### src/design/rbfwt_pkg.sv
// Shared types, constants and lookup tables of the RBF waypoint target block.
package rbfwt_pkg;

   // Field widths of the transfers and registers.
   localparam int COORD_W   = 32;
   localparam int INDEX_W   = 5;
   localparam int COUNT_W   = 6;
   localparam int SCALE_W   = 16;
   localparam int QUOT_W    = 32;
   localparam int TAB_W     = 17;
   localparam int CSR_AW    = 3;
   localparam int CSR_DW    = 32;

   // Parameter defaults.
   localparam int DEF_MAX_WAYPOINTS = 32;
   localparam int DEF_FRAC_BITS     = 16;

   // Register reset values.
   localparam logic [COUNT_W-1:0] COUNT_RESET = 6'd1;
   localparam logic [SCALE_W-1:0] SCALE_RESET = 16'd3200;

   // Register indexes on the configuration port.
   localparam logic CSR_IDX_COUNT = 1'b0;
   localparam logic CSR_IDX_SCALE = 1'b1;

   // Command codes of an input transfer.
   localparam logic CMD_WRITE = 1'b0;
   localparam logic CMD_QUERY = 1'b1;

   // Sequencer states of a query.
   typedef enum logic [2:0] {
      ST_IDLE,
      ST_WALK,
      ST_DRAIN,
      ST_FLUSH,
      ST_LAST,
      ST_DIV,
      ST_DONE
   } state_type;

   // exp(-i/16) in Q1.16 for i from 0 to 16.
   function automatic logic [TAB_W-1:0] exp_frac_lookup(input logic [4:0] i);
      logic [TAB_W-1:0] v;
      case (i)
         5'd0:    v = 17'd65536;
         5'd1:    v = 17'd61565;
         5'd2:    v = 17'd57835;
         5'd3:    v = 17'd54331;
         5'd4:    v = 17'd51039;
         5'd5:    v = 17'd47947;
         5'd6:    v = 17'd45042;
         5'd7:    v = 17'd42313;
         5'd8:    v = 17'd39750;
         5'd9:    v = 17'd37341;
         5'd10:   v = 17'd35079;
         5'd11:   v = 17'd32954;
         5'd12:   v = 17'd30957;
         5'd13:   v = 17'd29081;
         5'd14:   v = 17'd27319;
         5'd15:   v = 17'd25664;
         5'd16:   v = 17'd24110;
         default: v = 17'd0;
      endcase
      return v;
   endfunction

   // exp(-n) in Q1.16 for n from 0 to 11; larger arguments give zero.
   function automatic logic [TAB_W-1:0] exp_int_lookup(input logic [3:0] n);
      logic [TAB_W-1:0] v;
      case (n)
         4'd0:    v = 17'd65536;
         4'd1:    v = 17'd24110;
         4'd2:    v = 17'd8869;
         4'd3:    v = 17'd3263;
         4'd4:    v = 17'd1200;
         4'd5:    v = 17'd442;
         4'd6:    v = 17'd162;
         4'd7:    v = 17'd60;
         4'd8:    v = 17'd22;
         4'd9:    v = 17'd8;
         4'd10:   v = 17'd3;
         4'd11:   v = 17'd1;
         default: v = 17'd0;
      endcase
      return v;
   endfunction

endpackage

### src/design/rbfwt_div.sv
// Restoring divider giving a 32-bit quotient, one bit per cycle.
module rbfwt_div
   import rbfwt_pkg::*;
#(
   parameter int DIVD_W = 56,
   parameter int DEN_W  = 23
) (
   input  logic              clock,
   input  logic              reset,
   input  logic              start,
   input  logic [DIVD_W-1:0] dividend,
   input  logic [DEN_W-1:0]  divisor,
   output logic              done,
   output logic [QUOT_W-1:0] quotient
);

   localparam int STEP_W = $clog2(QUOT_W);

   logic              busy_ff, busy_in;
   logic              done_ff, done_in;
   logic [STEP_W-1:0] step_ff, step_in;
   logic [DIVD_W-1:0] rem_ff, rem_in;
   logic [DIVD_W-1:0] dvs_ff, dvs_in;
   logic [QUOT_W-1:0] quot_ff, quot_in;
   logic              fits;

   // The dividend is below the divisor times 2^32, so 32 steps cover the quotient.
   assign fits = (rem_ff >= dvs_ff);

   always_comb begin
      busy_in = busy_ff;
      done_in = 1'b0;
      step_in = step_ff;
      rem_in  = rem_ff;
      dvs_in  = dvs_ff;
      quot_in = quot_ff;
      if (start) begin
         busy_in = 1'b1;
         step_in = '0;
         rem_in  = dividend;
         dvs_in  = DIVD_W'(divisor) << (QUOT_W - 1);
      end else if (busy_ff) begin
         if (fits) begin
            rem_in = rem_ff - dvs_ff;
         end
         quot_in = {quot_ff[QUOT_W-2:0], fits};
         dvs_in  = dvs_ff >> 1;
         step_in = step_ff + 1'b1;
         if (step_ff == STEP_W'(QUOT_W - 1)) begin
            busy_in = 1'b0;
            done_in = 1'b1;
         end
      end
   end

   always_ff @(posedge clock) begin
      if (reset) begin
         busy_ff <= 1'b0;
         done_ff <= 1'b0;
         step_ff <= '0;
      end else begin
         busy_ff <= busy_in;
         done_ff <= done_in;
         step_ff <= step_in;
      end
   end

   always_ff @(posedge clock) begin
      rem_ff  <= rem_in;
      dvs_ff  <= dvs_in;
      quot_ff <= quot_in;
   end

   assign done     = done_ff;
   assign quotient = quot_ff;

endmodule

### config.mk
export PLATFORM = sky130hd
export DESIGN_NAME = rbfwt_div
export DESIGN_NICKNAME = d
export VERILOG_FILES = /design/src/design/rbfwt_pkg.sv /design/src/design/rbfwt_div.sv
export SDC_FILE = /design/constraint.sdc
export NUM_CORES = 1
export LEC_CHECK = 0
export BUFFER_PORTS_ARGS = -buffer_cell sky130_fd_sc_hd__buf_2
export CAP_MARGIN = 30
export CORE_MARGIN = 2
export CORE_UTILIZATION = 45
export DETAILED_ROUTE_END_ITERATION = 10
export SYNTH_ARGS = -nofsm -noshare
export SYNTH_HDL_FRONTEND = slang
export SYNTH_SLANG_ARGS = --single-unit
### constraint.sdc
create_clock -name clock -period 4.9 [get_ports clock]
set_clock_uncertainty 0.2 [all_clocks]
set_input_delay 0 -clock clock [delete_from_list [all_inputs] [get_ports clock]]
set_output_delay 0 -clock clock [all_outputs]
set_load 0.02 [all_outputs]
==> run summary, run 1 <==
Outcome: complete, no violations
Remaining DRCs: 0
Die ar.: 0.0215 sq mm
PwrDens: 459 mW/mm^2
DP Cell Count: 1302
Core area: 0.0201 sq mm
CP Data Required Time: 4.81 ns
CTS Buf Count: 17
Postcts setup bufs: 0
I/O Buffers: 114
Clock Path Buffers: 2
ANT cells: 0
Area Growth Syn to Fin: 23.4%
Max Fanout on Critical Path: 18
Non-Filler Instances: 1415
Fmax: 238 MHz
VDD IR max: 0.296 mV
Starting DRC count in detailed routing: 581
Layout cells sized above 1: 0.163
Ys async rst share: 0
Chip Width: 147 microns
GR Overflow Total: 0
P_leak: 4.64 nW
Routed Wire Length: 22200 microns
Final Wtd Congestion: 0.896
CTS root buffer: clkbuf_16
Crit path DAT: 4.11 ns
Syn avg cell area: 9.40 sq um
Setup TNS Final: 0 ns
CTS sink count: 149
CP Class: flip-flop to flip-flop
Global Route Usage Sum: 0.211
Routed WL per cell: 15.7 microns
Antenna violations before repair: 0
Clk pin slew, worst setup/hold paths: 0.07 ns
CP endpoint kind: flip-flop
Final nets: 1271
Vias in the first global route: 7339
Final Hold Fails: 0
# IOs: 115
Ys flop type: edfxtp_1
Mapped cell area: 0.00915 sq mm
Post-synthesis cell count: 973
Setup violations, final: 0
Path type of the worst min-delay path: input pin to flip-flop
TritonRoute pass-1 iters: 6
Avg Vias per Cell: 5.27
Initial Util: 0.455
First-pass GRT wire length: 36500 microns
Final Critical Period: 4.20 ns
Period utilization: 0.858
Site row count: 52
Commonest non-fill, non-tap cell in the layout: nand2_1
Hold Slack: 0.0695 ns
Synth Net Count: 1112
Post-synth cell types: 71
#FFs+latches synth: 149
Rel. slew slack: 0.353
Max Slew Vio Count: 0
Seq/Total Area, Yosys: 0.447
Die Ht: 147 microns
Largest net degree at the start of global routing: 125
Critical Path Start: dvs_ff[16]
H-Tree Depth: 4
Critical Path Source Type: flip-flop
Routed Antenna Nets: 0
Worst slew pin tran: 0.968 ns
Via count: 7464
Post-synth EDFFs: 111
Hold_sp: reset
Util after Layout: 0.562
Ys Warns: 0
RSZ-0062 raised after global routing: false
Reg-to-Reg Start: dvs_ff[16]
Clk_lat worst skew: 0.44 ns
Commonest cells after routing, fill and taps aside: 140 x nand2_1, 113 x buf_2, 111 x edfxtp_1, 81 x dlygate4sd3_1, 80 x o21ai_0
Max cap viols: 0
DP HPWL: 15400 microns
CTS tree: built
==> per-stage QoR <==
| stage | total power [mW] | cell area, sq um | worst slack, ns |
|---|---|---|---|
| 2_1_floorplan | 3.26 | 9150 | 0.576 |
| 3_3_place_gp | 3.69 | 9840 | 0.810 |
| 3_5_place_dp | 3.70 | 9840 | 0.724 |
| 4_1_cts | 5.19 | 11300 | 0.683 |
| 5_1_grt | 5.51 | 11300 | 0.407 |
| 6_report | 5.18 | 11300 | 0.698 |
==> power by group <==
group          leakage [nW]  internal [mW]  switching, mW
combinational          2.92          0.871           1.23
sequential             1.41           1.59         0.0685
clock                 0.312          0.826          0.599
==> Yosys cell counts (5+ instances only) <==
cell	instances	area, sq um
nand2_1	140	526
edfxtp_1	111	3330
o21ai_0	80	400
inv_1	72	270
a21oi_1	61	305
nor2_1	60	225
ha_1	56	701
clkbuf_1	45	169
dfxtp_1	38	761
a21o_1	35	263
mux2i_1	35	350
xnor2_1	33	289
nand4_1	25	156
xor2_1	21	184
o21ai_1	19	95.1
nor3_1	11	55.1
o21bai_1	11	82.6
a31oi_1	8	50.1
nand3_1	8	40.0
buf_2	6	30.0
nand2b_1	6	37.5
a21oi_2	5	43.8
nor2b_1	5	31.3
or3_1	5	31.3
==> worst max-delay path, cell delays in order, from the launching register on <==
cell and delay, ns:
dfxtp_1 0.36, inv_1 0.06, ha_1 0.39, nand4_1 0.22, or3_1 0.43, or3b_1 0.37, o211ai_2 0.19, a21oi_2 0.13
o21ai_2 0.21, a41oi_2 0.18, a21o_1 0.20, nand3_1 0.10, a21o_2 0.44, buf_4 0.37
==> final timing paths <==
check                       to  slack [ns]  cells after the start
hold / removal         busy_ff        0.07                      3
hold reg to reg   quotient[25]        0.25                      0
setup reg to reg    rem_ff[32]        0.70                     13
setup / recovery    rem_ff[32]        0.70                     13
==> state kept, by name (all words and copies together), names as in the netlist <==
register and cells:
step_ff 5, done 1, rem_ff 56, dvs_ff 54
quotient 32, busy_ff 1
==> routing by layer <==
layer | global-route usage | up-vias | routed length (microns)
li1 | - | 3764 | -
met1 | 0.293 | 3483 | 10800
met2 | 0.341 | 193 | 10100
met3 | 0.0334 | 24 | 901
met4 | 0.0621 | 0 | 372
met5 | 0 | - | 0
==> cell families (layout without fill, tap and decap cells) <==
group           after synthesis  count (layout)  share of synthesized area
simple gates                280             280                      0.137
compound gates              263             263                      0.184
flops                       149             149                      0.447
buf+inv                     134             306                     0.0615
fa+ha+maj                    57              57                     0.0788
xor+xnor                     54              54                     0.0517
mux                          36              36                     0.0395
==> repair_timing <==
item,CTS,global route
gates resized for setup,0,0
hold buffers,81,0
endpoints found under the hold margin,97,0
==> area by class of cell <==
class	instances	area, sq um
clock buffers	17	425
clock inverters	15	215
fillers	1809	8810
inverters	74	278
multi-input cells	690	4500
flip-flops and latches	149	4100
well taps	270	338
repair buffers	200	1440
Power figures use the tool's default switching activity.
==> run 2: changes to the inputs <==
--- a/config.mk
+++ b/config.mk
@@ -10,6 +10,7 @@
 export CORE_MARGIN = 2
 export CORE_UTILIZATION = 45
 export DETAILED_ROUTE_END_ITERATION = 10
+export RECOVER_POWER = 50
 export SYNTH_ARGS = -nofsm -noshare
 export SYNTH_HDL_FRONTEND = slang
 export SYNTH_SLANG_ARGS = --single-unit
==> run summary, run 2 (synthesized netlist as in run 1, its figures left out) <==
Worst slew pin tran: 2.24 ns (was 0.968 ns)
Critical Path Source Type: flip-flop (unchanged)
Routed WL per cell: 15.7 microns (about the same)
H-Tree Depth: 4 (unchanged)
Layout cells sized above 1: 0.134 (was 0.163)
Failing checks: capacitance limit, slew limit
PwrDens: 461 mW/mm^2 (was 459 mW/mm^2)
Routed Antenna Nets: 0 (unchanged)
Clk_lat worst skew: 0.43 ns (was 0.44 ns)
Largest net degree at the start of global routing: 125 (unchanged)
Die Ht: 147 microns (unchanged)
Clock Path Buffers: 2 (unchanged)
Fill count: 1836 (was 1809)
Non-Filler Instances: 1415 (unchanged)
Area Growth Syn to Fin: 22.8% (was 23.4%)
Vias in the first global route: 7339 (unchanged)
Site row count: 52 (unchanged)
Fmax: 239 MHz (was 238 MHz)
Commonest non-fill, non-tap cell in the layout: nand2_1 (unchanged)
Setup TNS Final: 0 ns (unchanged)
Max cap viols: 2 (was 0)
Largest register FFs: 56 (unchanged)
Period utilization: 0.855 (was 0.858)
Rel. slew slack: -0.490 (was 0.353)
Hold_sp: reset (unchanged)
Via count: 7431 (was 7464)
First-pass GRT wire length: 36500 microns (unchanged)
Die ar.: 0.0215 sq mm (unchanged)
Reg2reg path depth: 13 (unchanged)
Global Route Usage Sum: 0.211 (unchanged)
DP HPWL: 15400 microns (unchanged)
Initial Util: 0.455 (unchanged)
Area occupied by multi-input gates: 0.00450 sq mm (about the same)
CP delay by family, top: compound AO/OA/AOI/OAI gates (unchanged)
CP endpoint kind: flip-flop (unchanged)
Critical Path Max Stage Delay: 0.44 ns (about the same)
# IOs: 115 (unchanged)
Routed Wire Length: 22200 microns (about the same)
CP Data Required Time: 4.81 ns (about the same)
Crit path DAT: 4.10 ns (was 4.11 ns)
Resize count post-CTS: 0 (unchanged)
Core area: 0.0201 sq mm (unchanged)
TritonRoute pass-1 iters: 5 (was 6)
Chip Width: 147 microns (unchanged)
CP Class: flip-flop to flip-flop (unchanged)
Commonest cells after routing, fill and taps aside: 140 x nand2_1, 111 x edfxtp_1, 81 x dlygate4sd3_1, 80 x o21ai_0, 80 x buf_2 (was 140 x nand2_1, 113 x buf_2, 111 x edfxtp_1, 81 x dlygate4sd3_1, 80 x o21ai_0)
Antenna violations before repair: 0 (unchanged)
Final Wtd Congestion: 0.896 (unchanged)
Top reg by flops: rem_ff (unchanged)
Crit path buf inv count: 2 (unchanged)
Critical Path Sink: rem_ff[26] (was rem_ff[32])
Remaining DRCs: 0 (unchanged)
Reg2reg setup slack: 0.71 ns (was 0.70 ns)
Final nets: 1271 (unchanged)
I/O Buffers: 114 (unchanged)
Max Fanout on Critical Path: 18 (unchanged)
Reg-to-reg endpoint: rem_ff[26] (was rem_ff[32])
DP Cell Count: 1302 (unchanged)
Path type of the worst min-delay path: input pin to flip-flop (unchanged)
ANT cells: 0 (unchanged)
Reg-to-Reg Start: dvs_ff[16] (unchanged)
RSZ-0062 raised after global routing: false (unchanged)
Avg Vias per Cell: 5.25 (was 5.27)
Final Critical Period: 4.19 ns (was 4.20 ns)
Critical Path Start: dvs_ff[16] (unchanged)
P_leak: 4.55 nW (was 4.64 nW)
Max Slew Vio Count: 160 (was 0)
Postcts setup bufs: 0 (unchanged)
Final Hold Fails: 0 (unchanged)
CTS Buf Count: 17 (unchanged)
Critical Path, Cell by Cell: inv_1 > ha_1 > nand4_1 > or3_1 > or3b_1 > o211ai_2 > a21oi_2 > o21ai_2 > a41oi_2 > a21o_1 > nand3_1 > a21o_2 > buf_4 (unchanged)
GR Overflow Total: 0 (unchanged)
Clk pin slew, worst setup/hold paths: 0.07 ns (about the same)
Setup violations, final: 0 (unchanged)
Starting DRC count in detailed routing: 551 (was 581)
VDD IR max: 0.296 mV (about the same)
CP Depth: 13 (unchanged)
CTS tree: built (unchanged)
Critical-path top delay cell: a21o_2 (unchanged)
CTS sink count: 149 (unchanged)
Outcome: finished with violations (was complete, no violations)
Register area: 0.00410 sq mm (unchanged)
CTS root buffer: clkbuf_16 (unchanged)
-- run 2: changes by cell type in the layout (fill, tap and decap cells not counted) --
cell,delta
buf_4,-1
clkbuf_2,+2
clkbuf_1,+33
nor2b_2,+1
buf_6,-1
nor2b_4,-1
buf_2,-33
-- run 2: worst min-delay path by stage --
stage	cells after the start	endpoint
2_1_floorplan	1	busy_ff
3_3_place_gp	2	busy_ff
3_5_place_dp	2	busy_ff
4_1_cts	3	busy_ff
5_1_grt	3	busy_ff
6_report	3	busy_ff
-- run 2: per-stage QoR --
stage | total power, mW | cell area (sq um) | hold WS, ns | setup slack, ns | util
after floorplan | 3.26 | 9150 | -0.131 | 0.576 | -
after detailed placement | 3.70 | 9840 | -0.0378 | 0.724 | 0.489
after global placement | 3.69 | 9840 | -0.0317 | 0.810 | 0.489
after global routing | 5.51 | 11200 | 0.0845 | 0.407 | 0.559
final | 5.18 | 11200 | 0.0732 | 0.708 | 0.559
after CTS | 5.19 | 11300 | 0.0392 | 0.683 | 0.562
-- run 2: final cells by class --
| cell class | count | share of cell area |
|---|---|---|
| Multi-Input combinational cell | 690 | 0.400 |
| Sequential cell | 149 | 0.365 |
| Timing Repair Buffer | 200 | 0.124 |
| Clock buffer | 17 | 0.0379 |
| Tap cell | 270 | 0.0301 |
| Inverter | 74 | 0.0247 |
| Clock inverter | 15 | 0.0192 |
-- run 2: report_power, final --
part / internal (mW) / switching, mW / total (mW)
sequential: 1.59 / 0.0687 / 1.66
clock: 0.827 / 0.599 / 1.43
combinational: 0.870 / 1.23 / 2.10
-- run 2: metal layers --
metal	wire length [microns]	track usage	vias up
li1	-	-	3764
met1	10800	0.293	3469
met3	842	0.0334	24
met5	0	0	-
met4	376	0.0621	0
met2	10200	0.341	174
-- run 2: timing repair --
action | 4_1_cts | 5_1_grt
endpoints found under the setup margin | 0 | 0
hold endpoints to repair | 97 | 0
hold buffers | 81 | 0
-- run 2: worst reg2reg max path, stage by stage, from the launching register on --
cell	delay [ns]
dfxtp_1	0.36
inv_1	0.06
ha_1	0.39
nand4_1	0.22
or3_1	0.43
or3b_1	0.37
o211ai_2	0.19
a21oi_2	0.13
o21ai_2	0.21
a41oi_2	0.18
a21o_1	0.20
nand3_1	0.10
a21o_2	0.44
buf_4	0.37
==> run 3: changes to the inputs <==
==> constraint.sdc (replaced) <==
create_clock -name clock -period 3.9 [get_ports clock]
set_clock_uncertainty 0.2 [all_clocks]
set_input_delay 0 -clock clock [delete_from_list [all_inputs] [get_ports clock]]
set_output_delay 0 -clock clock [all_outputs]
set_load 0.02 [all_outputs]
==> run summary, run 3 (synthesized netlist as in run 1, its figures left out) <==
Top reg by flops: rem_ff (unchanged)
Die Ht: 147 microns (unchanged)
ANT cells: 0 (unchanged)
Critical-path top delay cell: dlygate4sd3_1 (was a21o_2)
Rel. slew slack: 0.362 (was -0.490)
CTS root buffer: clkbuf_16 (unchanged)
PwrDens: 566 mW/mm^2 (was 461 mW/mm^2)
DP HPWL: 15700 microns (was 15400 microns)
CP Class: flip-flop to flip-flop (unchanged)
Psw: 2.45 mW (was 1.90 mW)
Worst slew pin tran: 0.955 ns (was 2.24 ns)
Chip Width: 147 microns (unchanged)
Commonest cells after routing, fill and taps aside: 140 x nand2_1, 123 x dlygate4sd3_1, 111 x edfxtp_1, 80 x o21ai_0, 80 x buf_2 (was 140 x nand2_1, 111 x edfxtp_1, 81 x dlygate4sd3_1, 80 x o21ai_0, 80 x buf_2)
Met3 Wirelength: 920 microns (was 842 microns)
Setup violations, final: 0 (unchanged)
CTS Buf Count: 17 (unchanged)
Placed Instance Area: 0.00990 sq mm (was 0.00984 sq mm)
TritonRoute pass-1 iters: 6 (was 5)
CP endpoint kind: flip-flop (unchanged)
RSZ-0062 raised after global routing: true (was false)
Routed WL per cell: 15.6 microns (was 15.7 microns)
Global Route Usage Sum: 0.213 (was 0.211)
Critical Path Source Type: flip-flop (unchanged)
Outcome: complete, no violations (was finished with violations)
Final nets: 1326 (was 1271)
Sw Share: 0.362 (was 0.366)
H-Tree Depth: 4 (unchanged)
Post-route cell area: 0.0120 sq mm (was 0.0112 sq mm)
Remaining DRCs: 0 (unchanged)
VDD IR max: 0.354 mV (was 0.296 mV)
Largest net degree at the start of global routing: 89 (was 125)
Int Power: 4.33 mW (was 3.29 mW)
Crit path DAT: 3.79 ns (was 4.10 ns)
Routed Antenna Nets: 0 (unchanged)
Initial Util: 0.455 (unchanged)
Site row count: 52 (unchanged)
Critical path's most frequent cell: o31a_1
Die ar.: 0.0215 sq mm (unchanged)
Routed length on met2: 10900 microns (was 10200 microns)
Antenna violations before repair: 0 (unchanged)
Clk pin slew, worst setup/hold paths: 0.07 ns (about the same)
Period utilization: 0.975 (was 0.855)
Commonest non-fill, non-tap cell in the layout: nand2_1 (unchanged)
Max Fanout on Critical Path: 3 (was 18)
Max Slew Vio Count: 0 (was 160)
CP Data Required Time: 3.88 ns (was 4.81 ns)
Core area: 0.0201 sq mm (unchanged)
Met1 Wirelength: 10900 microns (was 10800 microns)
Routed Wire Length: 23000 microns (was 22200 microns)
# IOs: 115 (unchanged)
Fmax: 263 MHz (was 239 MHz)
Via count: 7718 (was 7431)
Uppermost layer routed: met4 (unchanged)
Final Critical Period: 3.80 ns (was 4.19 ns)
CP delay by family, top: compound AO/OA/AOI/OAI gates (unchanged)
I/O Buffers: 114 (unchanged)
Path type of the worst min-delay path: input pin to flip-flop (unchanged)
Critical Path, Cell by Cell: ha_1 > nor2b_4 > o31a_1 > o41ai_4 > or3_1 > nand3_2 > a21oi_2 > o31a_1 > o21ai_2 > xnor2_1 > o21ai_1 > dlygate4sd3_1 (was inv_1 > ha_1 > nand4_1 > or3_1 > or3b_1 > o211ai_2 > a21oi_2 > o21ai_2 > a41oi_2 > a21o_1 > nand3_1 > a21o_2 > buf_4)
First-pass GRT wire length: 37200 microns (was 36500 microns)
Total power: 6.78 mW (was 5.18 mW)
Area Growth Syn to Fin: 30.9% (was 22.8%)
CTS sink count: 149 (unchanged)
P_leak: 4.81 nW (was 4.55 nW)
GR Overflow Total: 0 (unchanged)
Fill count: 1756 (was 1836)
Crit path buf inv count: 1 (was 2)
Gate power share: 0.427 (was 0.405)
Layout cells sized above 1: 0.155 (was 0.134)
CTS tree: built (unchanged)
Starting DRC count in detailed routing: 496 (was 551)
Vias in the first global route: 7539 (was 7339)
Clock Path Buffers: 2 (unchanged)
Clock group share of total power: 0.263 (was 0.275)
Max cap viols: 0 (was 2)
Final Wtd Congestion: 0.913 (was 0.896)
Critical Path Max Stage Delay: 0.57 ns (was 0.44 ns)
Clk_lat worst skew: 0.43 ns (about the same)
Final Hold Fails: 0 (unchanged)
Hold Slack: 0.0653 ns (was 0.0732 ns)
Avg Vias per Cell: 5.25 (about the same)
Seq pwr share: 0.310 (was 0.320)
Largest register FFs: 56 (unchanged)
run 3: area by class of cell:
type	instances	area (sq um)	share of cell area
Multi-Input combinational cell	690	4700	0.393
Inverter	74	278	0.0232
Sequential cell	149	4100	0.342
Tap cell	270	338	0.0282
Clock inverter	15	209	0.0174
Clock buffer	17	425	0.0355
Timing Repair Buffer	255	1930	0.161
run 3: worst paths after layout:
path,from,endpoint,slack [ns],depth (start not counted)
worst max-delay path,rem_ff[1],rem_ff[45],0.1,12
worst min-delay path,reset,busy_ff,0.07,3
worst max register to register,rem_ff[1],rem_ff[45],0.1,12
worst min register to register,quotient[3],quotient[4],0.25,0
run 3: what timing repair did:
item	in CTS	in global routing
setup buffers	0	6
setup endpoints to repair	0	60
hold endpoints to repair	88	0
hold buffers	123	0
resized for setup	0	32
run 3: through the flow:
step	util	setup WS [ns]	TNS [ns]	std cells
2_1_floorplan	-	0.0578	0	973
3_3_place_gp	0.493	0.214	0	1309
3_5_place_dp	0.493	0.114	0	1309
4_1_cts	0.585	0.0162	0	1464
5_1_grt	0.596	-0.0817	-0.147	1470
6_report	0.596	0.0974	0	1470
run 3: per-layer routing:
metal,vias up,GRT usage
met1,3642,0.296
met5,-,0
met4,0,0.0456
met2,189,0.355
met3,16,0.0325
li1,3871,-
run 3: power groups by stage:
stage / sequential (mW) / combinational, mW / clock, mW
2_1_floorplan: 2.10 / 2.00 / 0
3_3_place_gp: 2.11 / 2.55 / 0
3_5_place_dp: 2.12 / 2.56 / 0
4_1_cts: 2.08 / 2.71 / 1.82
5_1_grt: 2.12 / 3.20 / 1.87
6_report: 2.10 / 2.89 / 1.79
run 3: tightest hold or removal path: stages:
cell and delay [ns]:
dlygate4sd3_1 0.51, buf_2 0.10, a21oi_1 0.04
